`config.mk`:
```
export PLATFORM = sky130hd
export DESIGN_NAME = pgsd_ctrl
export DESIGN_NICKNAME = d
export VERILOG_FILES = /design/src/hdl/pgsd_pkg.sv /design/src/hdl/pgsd_ctrl.sv
export SDC_FILE = /design/constraint.sdc
export NUM_CORES = 1
export LEC_CHECK = 0
export BUFFER_PORTS_ARGS = -buffer_cell sky130_fd_sc_hd__buf_2
export CORE_AREA = 2 2 39 41
export CTS_CLUSTER_DIAMETER = 60
export DETAILED_ROUTE_END_ITERATION = 7
export DIE_AREA = 0 0 41 43
export MAX_ROUTING_LAYER = met4
export SLEW_MARGIN = 5
export SYNTH_ARGS = -nofsm -noshare
export SYNTH_HDL_FRONTEND = slang
export SYNTH_SLANG_ARGS = --single-unit
export TNS_END_PERCENT = 5
```
`constraint.sdc`:
```
create_clock -name clk -period 2.65 [get_ports clk]
set_clock_uncertainty 0.1 [all_clocks]
set_input_delay 0.265 -clock clk [delete_from_list [all_inputs] [get_ports clk]]
set_output_delay 0.265 -clock clk [all_outputs]
set_load 0.05 [all_outputs]
```
`src/hdl/pgsd_pkg.sv`:
```
// Shared types, constants and index helpers for the periodic grid second-difference block.
package pgsd_pkg;

  localparam int GRID_SIZE = 64;
  localparam int IDX_W     = 6;
  localparam int ADDR_W    = $clog2(GRID_SIZE * GRID_SIZE);
  localparam int SAMPLE_W  = 16;
  localparam int SCALE_W   = 16;
  localparam int DIFF_W    = SAMPLE_W + 2;
  localparam int PROD_W    = DIFF_W + SCALE_W + 1;
  localparam int OUT_W     = 32;
  localparam int FRAC_SHIFT = 8;

  localparam logic [SCALE_W-1:0] INV_SPACING_SQ_RESET = SCALE_W'(25600);
  localparam logic signed [PROD_W-1:0] ROUND_BIAS = PROD_W'(1 << (FRAC_SHIFT - 1));
  localparam logic signed [PROD_W-1:0] OUT_MAX = PROD_W'((64'sd1 <<< (OUT_W - 1)) - 1);
  localparam logic signed [PROD_W-1:0] OUT_MIN = -(PROD_W'(64'sd1 <<< (OUT_W - 1)));

  localparam logic ACT_WRITE = 1'b0;
  localparam logic ACT_QUERY = 1'b1;

  typedef struct packed {
    logic                       action;
    logic [IDX_W-1:0]           row;
    logic [IDX_W-1:0]           col;
    logic signed [SAMPLE_W-1:0] sample;
  } pgsd_in_t;

  typedef struct packed {
    logic signed [OUT_W-1:0] row_second_diff;
    logic signed [OUT_W-1:0] col_second_diff;
  } pgsd_out_t;

  typedef enum logic [2:0] {
    ST_IDLE,
    ST_WRITE,
    ST_RD0,
    ST_RD1,
    ST_RD2,
    ST_DIFF,
    ST_MUL,
    ST_RND
  } state_t;

  typedef enum logic [1:0] {
    RD_CENTER_EAST,
    RD_WEST_SOUTH,
    RD_NORTH
  } rd_phase_t;

  typedef struct packed {
    logic      load;
    logic      mem_we;
    rd_phase_t rd_phase;
    logic      cap_first;
    logic      cap_second;
    logic      diff_en;
    logic      mul_en;
    logic      out_query;
    logic      out_zero;
  } pgsd_cmd_t;

  function automatic logic [IDX_W-1:0] idx_reduce(input logic [IDX_W-1:0] i);
    if (int'(i) >= GRID_SIZE) begin
      return IDX_W'(int'(i) - GRID_SIZE);
    end
    return i;
  endfunction

  function automatic logic [IDX_W-1:0] idx_inc(input logic [IDX_W-1:0] i);
    if (int'(i) == GRID_SIZE - 1) begin
      return '0;
    end
    return i + IDX_W'(1);
  endfunction

  function automatic logic [IDX_W-1:0] idx_dec(input logic [IDX_W-1:0] i);
    if (i == '0) begin
      return IDX_W'(GRID_SIZE - 1);
    end
    return i - IDX_W'(1);
  endfunction

  function automatic logic [ADDR_W-1:0] cell_addr(input logic [IDX_W-1:0] r,
                                                  input logic [IDX_W-1:0] c);
    return ADDR_W'(r) * ADDR_W'(GRID_SIZE) + ADDR_W'(c);
  endfunction

endpackage

```
`src/hdl/pgsd_ctrl.sv`:
```
// Controller state machine that sequences writes and five-cell queries.
module pgsd_ctrl import pgsd_pkg::*; (
  input  logic      clk,
  input  logic      rst_n,
  input  logic      start,
  input  logic      start_action,
  output logic      busy,
  output pgsd_cmd_t cmd
);

  state_t state_r, state_nxt;

  always_ff @(posedge clk) begin
    if (!rst_n) begin
      state_r <= ST_IDLE;
    end else begin
      state_r <= state_nxt;
    end
  end

  always_comb begin
    state_nxt = state_r;
    cmd       = '0;
    cmd.rd_phase = RD_CENTER_EAST;
    busy      = 1'b1;
    unique case (state_r)
      ST_IDLE: begin
        busy = 1'b0;
        if (start) begin
          cmd.load  = 1'b1;
          state_nxt = (start_action == ACT_QUERY) ? ST_RD0 : ST_WRITE;
        end
      end
      ST_WRITE: begin
        cmd.mem_we   = 1'b1;
        cmd.out_zero = 1'b1;
        state_nxt    = ST_IDLE;
      end
      ST_RD0: begin
        cmd.rd_phase = RD_CENTER_EAST;
        state_nxt    = ST_RD1;
      end
      ST_RD1: begin
        cmd.rd_phase  = RD_WEST_SOUTH;
        cmd.cap_first = 1'b1;
        state_nxt     = ST_RD2;
      end
      ST_RD2: begin
        cmd.rd_phase   = RD_NORTH;
        cmd.cap_second = 1'b1;
        state_nxt      = ST_DIFF;
      end
      ST_DIFF: begin
        cmd.diff_en = 1'b1;
        state_nxt   = ST_MUL;
      end
      ST_MUL: begin
        cmd.mul_en = 1'b1;
        state_nxt  = ST_RND;
      end
      ST_RND: begin
        cmd.out_query = 1'b1;
        state_nxt     = ST_IDLE;
      end
      default: begin
        state_nxt = ST_IDLE;
      end
    endcase
  end

endmodule

```
==> impl_metrics.py <==
metrics = {
    "setup_path": {
        "crit_type": "reg -> out",
        "cp_top_family": "flip-flops",
        "end_kind": "primary output",
        "r2r_slack_ns": 1.60,
        "startpoint": "state_r[0]",
        "cp_cell_sequence": "inv_1 -> nor3_1 -> buf_2",
        "worst_ep_arrival_time_ns": 1.32,
        "cp_slowest_stage_delay_ns": 0.45,
        "critPathSlowestCell": "dfxtp_1",
        "cp_max_fo": 9,
        "critPathBufInv": 2,
        "cp.depth": 3,
        "crit_path_end": "cmd[8]",
        "timing.rr.end": "state_r[2]",
        "regToRegStartpoint": "state_r[2]",
        "ff2ff_path_depth": 2,
        "worstPathRequired_ns": 2.29,
        "critical_path.startpoint_type": "register",
    },
    "drt": {
        "wl_met1_um": 285,
        "drc": 0,
        "vias": 218,
        "routedWlPerCell_um": 8.561,
        "drt-total-wl_um": 488,
        "first_pass_iters": 2,
        "dr_wl_met2_um": 166,
        "vias_per_cell": 3.825,
        "ant_nets": 0,
        "wl_met3_um": 36,
        "drt-initial-drc-count": 1,
        "highest_layer": "met3",
    },
    "global_routing": {
        "grt_first_pass_wirelength_um": 634,
        "grt_pass1_vias": 172,
        "grt_use_total_pct": 5.755,
        "grt-ovfl-total": 0,
        "antenna_found_initial": 0,
        "grt_max_degree": 10,
    },
    "cells_and_area": {
        "seq_area_sq_um": 60.06,
        "multi_input_area_sq_um": 121.4,
        "final_area_sq_um": 305.3,
        "largest_registers": "state_r: 3 flops",
        "fill_cells": 165,
        "antenna_cells": 0,
        "stdcell_count": 57,
        "largest_reg_flops": 3,
        "area_growth_pct": 46.11,
        "nets": 46,
        "regMostFlops": "state_r",
        "drive_gt1_share_pct": 51.22,
    },
    "synthesis": {
        "syn_avg_cell_area_sq_um": 8.037,
        "syn_area_sq_um": 209.0,
        "synth_xor_xnor_area_share_pct": 0,
        "synth-seq-area-share_pct": 28.74,
        "yosysUniqueCellTypes": 17,
        "synth_compound_area_share_pct": 17.96,
        "synth_top_area_share_pct": 28.74,
        "yosys.area_share.simple_pct": 40.12,
        "yosysTopAreaCell": "dfxtp_1",
        "synth_top_family_by_area": "simple AND/OR/NAND/NOR gates",
        "synthAdderAreaFrac_pct": 0,
        "syn-instance-count": 26,
        "yosys-top-cells-area": "dfxtp_1 29%, a221oi_2 7.2%, and3_2 7.2%",
        "synth_warnings": 0,
        "synth_fp_nets": 30,
        "ys_seq_elements": 3,
        "synthMuxAreaShare_pct": 0,
    },
    "power_and_ir_drop": {
        "internal_power_mw": 0.1246,
        "peakVddDrop_uv": 264.8,
        "p_clk_share_pct": 38.2,
        "combPwrFrac_pct": 34.6,
        "switching_share_pct": 40.95,
        "powerDensity_nw_per_um2": 691.4,
        "p_sw_mw": 0.08644,
        "p_leak_nw": 0.1726,
        "pwr-share-seq_pct": 27.2,
    },
    "floorplanning": {
        "num_rows": 14,
        "die_area_sq_um": 1763,
        "die_h_um": 43,
        "boundaryPins": 15,
        "core_area_sq_um": 1384,
        "initial_utilization_pct": 15.10,
        "die_w_um": 41,
    },
    "timing": {
        "layout_setup_ws_ns": 0.9677,
        "tns_ns": 0,
        "setup_violations": 0,
        "finalHoldViolations": 0,
        "rsz0062_at_grt": "no",
        "maxSlewViolCount": 0,
        "fin_crit_sh_pct": 63.48,
        "max_slew_margin_pct": 83.13,
        "period_minus_slack_ns": 1.682,
        "timing.fmax_mhz": 594.4,
        "tightest_slew_ns": 0.2527,
    },
    "clock_tree": {
        "cts_resized": 0,
        "cts_max_path_buffers": 2,
        "cts_tree": "yes",
        "cts_setup_buffers": 0,
        "root_buffer": "clkbuf_4",
        "ctsHoldBuffers": 0,
        "cts_sinks": 3,
        "numCtsBuffers": 3,
        "htreeDepth": 1,
        "path_clk_slew_ns": 0.04,
        "clkLatencyLatePin_ns": 0.23,
    },
    "placed_design": {
        "dp_slack_ns": 1.211,
        "portBuffers": 14,
        "placed_cells": 53,
        "finalWeightedCongestion": 0.6863,
        "place_area_sq_um": 279.0,
    },
    "hold_path": {
        "min_path_type": "in -> reg",
    },
    "job": {
        "cap_violations": 0,
    },
    "status": {
        "status": "complete, no violations",
    },
}
[how the worst min path moves through the flow]
stage / cells after the start / endpoint / slack, ns / start
6_report: 2 / state_r[2] / 0.15 / rst_n
5_1_grt: 2 / state_r[2] / 0.16 / rst_n
4_1_cts: 2 / state_r[2] / 0.14 / rst_n
3_5_place_dp: 2 / state_r[2] / 0.39 / rst_n
3_3_place_gp: 2 / state_r[2] / 0.39 / rst_n
2_1_floorplan: 1 / state_r[2] / 0.28 / rst_n
[metal layers]
metal  track usage (%)  vias to the layer above
li1                  -                      119
met1             8.333                       88
met2             5.625                       11
met3             4.712                        0
met4             2.000                        0
met5                 -                        -
[cell usage in the layout, fill, tap and decap left out, types with 2 or more instances in the layout]
cell	instances
buf_2	14
nor2_1	4
clkbuf_4	3
dfxtp_1	3
inv_1	2
and3_2	2
nand2b_1	2
[synth_stat cells]
master,instances
inv_1,2
and3b_2,1
and3b_1,1
buf_4,2
dfxtp_1,3
and3_2,2
nor2_1,4
nand2b_1,2
nand2_1,1
nand3b_1,1
a211oi_1,1
clkbuf_2,1
a21boi_0,1
nor3_1,1
and3_1,1
o21a_1,1
a221oi_2,1
[final cells by class]
cell class / count / area share (%)
timing repair buffer: 14 / 22.95
sequential: 3 / 19.67
multi-input combinational: 18 / 39.75
tap: 16 / 6.557
inverter: 2 / 2.459
clock buffer: 4 / 8.607
[metrics by stage]
stage                     total power, mW  utilization (%)  hold slack, ns
after floorplan                    0.1190                -          0.2826
after global placement             0.1312            20.16          0.3889
after detailed placement           0.1319            20.16          0.3919
after CTS                          0.2170            22.06          0.1440
after global routing               0.2261            22.06          0.1575
final                              0.2111            22.06          0.1522
[power by group through the flow]
stage / sequential [mW] / combinational, mW / clock [mW]
after global placement: 0.0578 / 0.0734 / 0
after CTS: 0.0575 / 0.0738 / 0.0857
after floorplan: 0.0540 / 0.0650 / 0
final: 0.0575 / 0.0730 / 0.0805
after global routing: 0.0593 / 0.0779 / 0.0890
after detailed placement: 0.0583 / 0.0736 / 0
[cell families after synthesis]
logic type / after synthesis
and+or+nand+nor: 14
buffers and inverters: 5
DFF: 3
AOI/OAI and AO/OA: 4
Power figures use the tool's default switching activity.
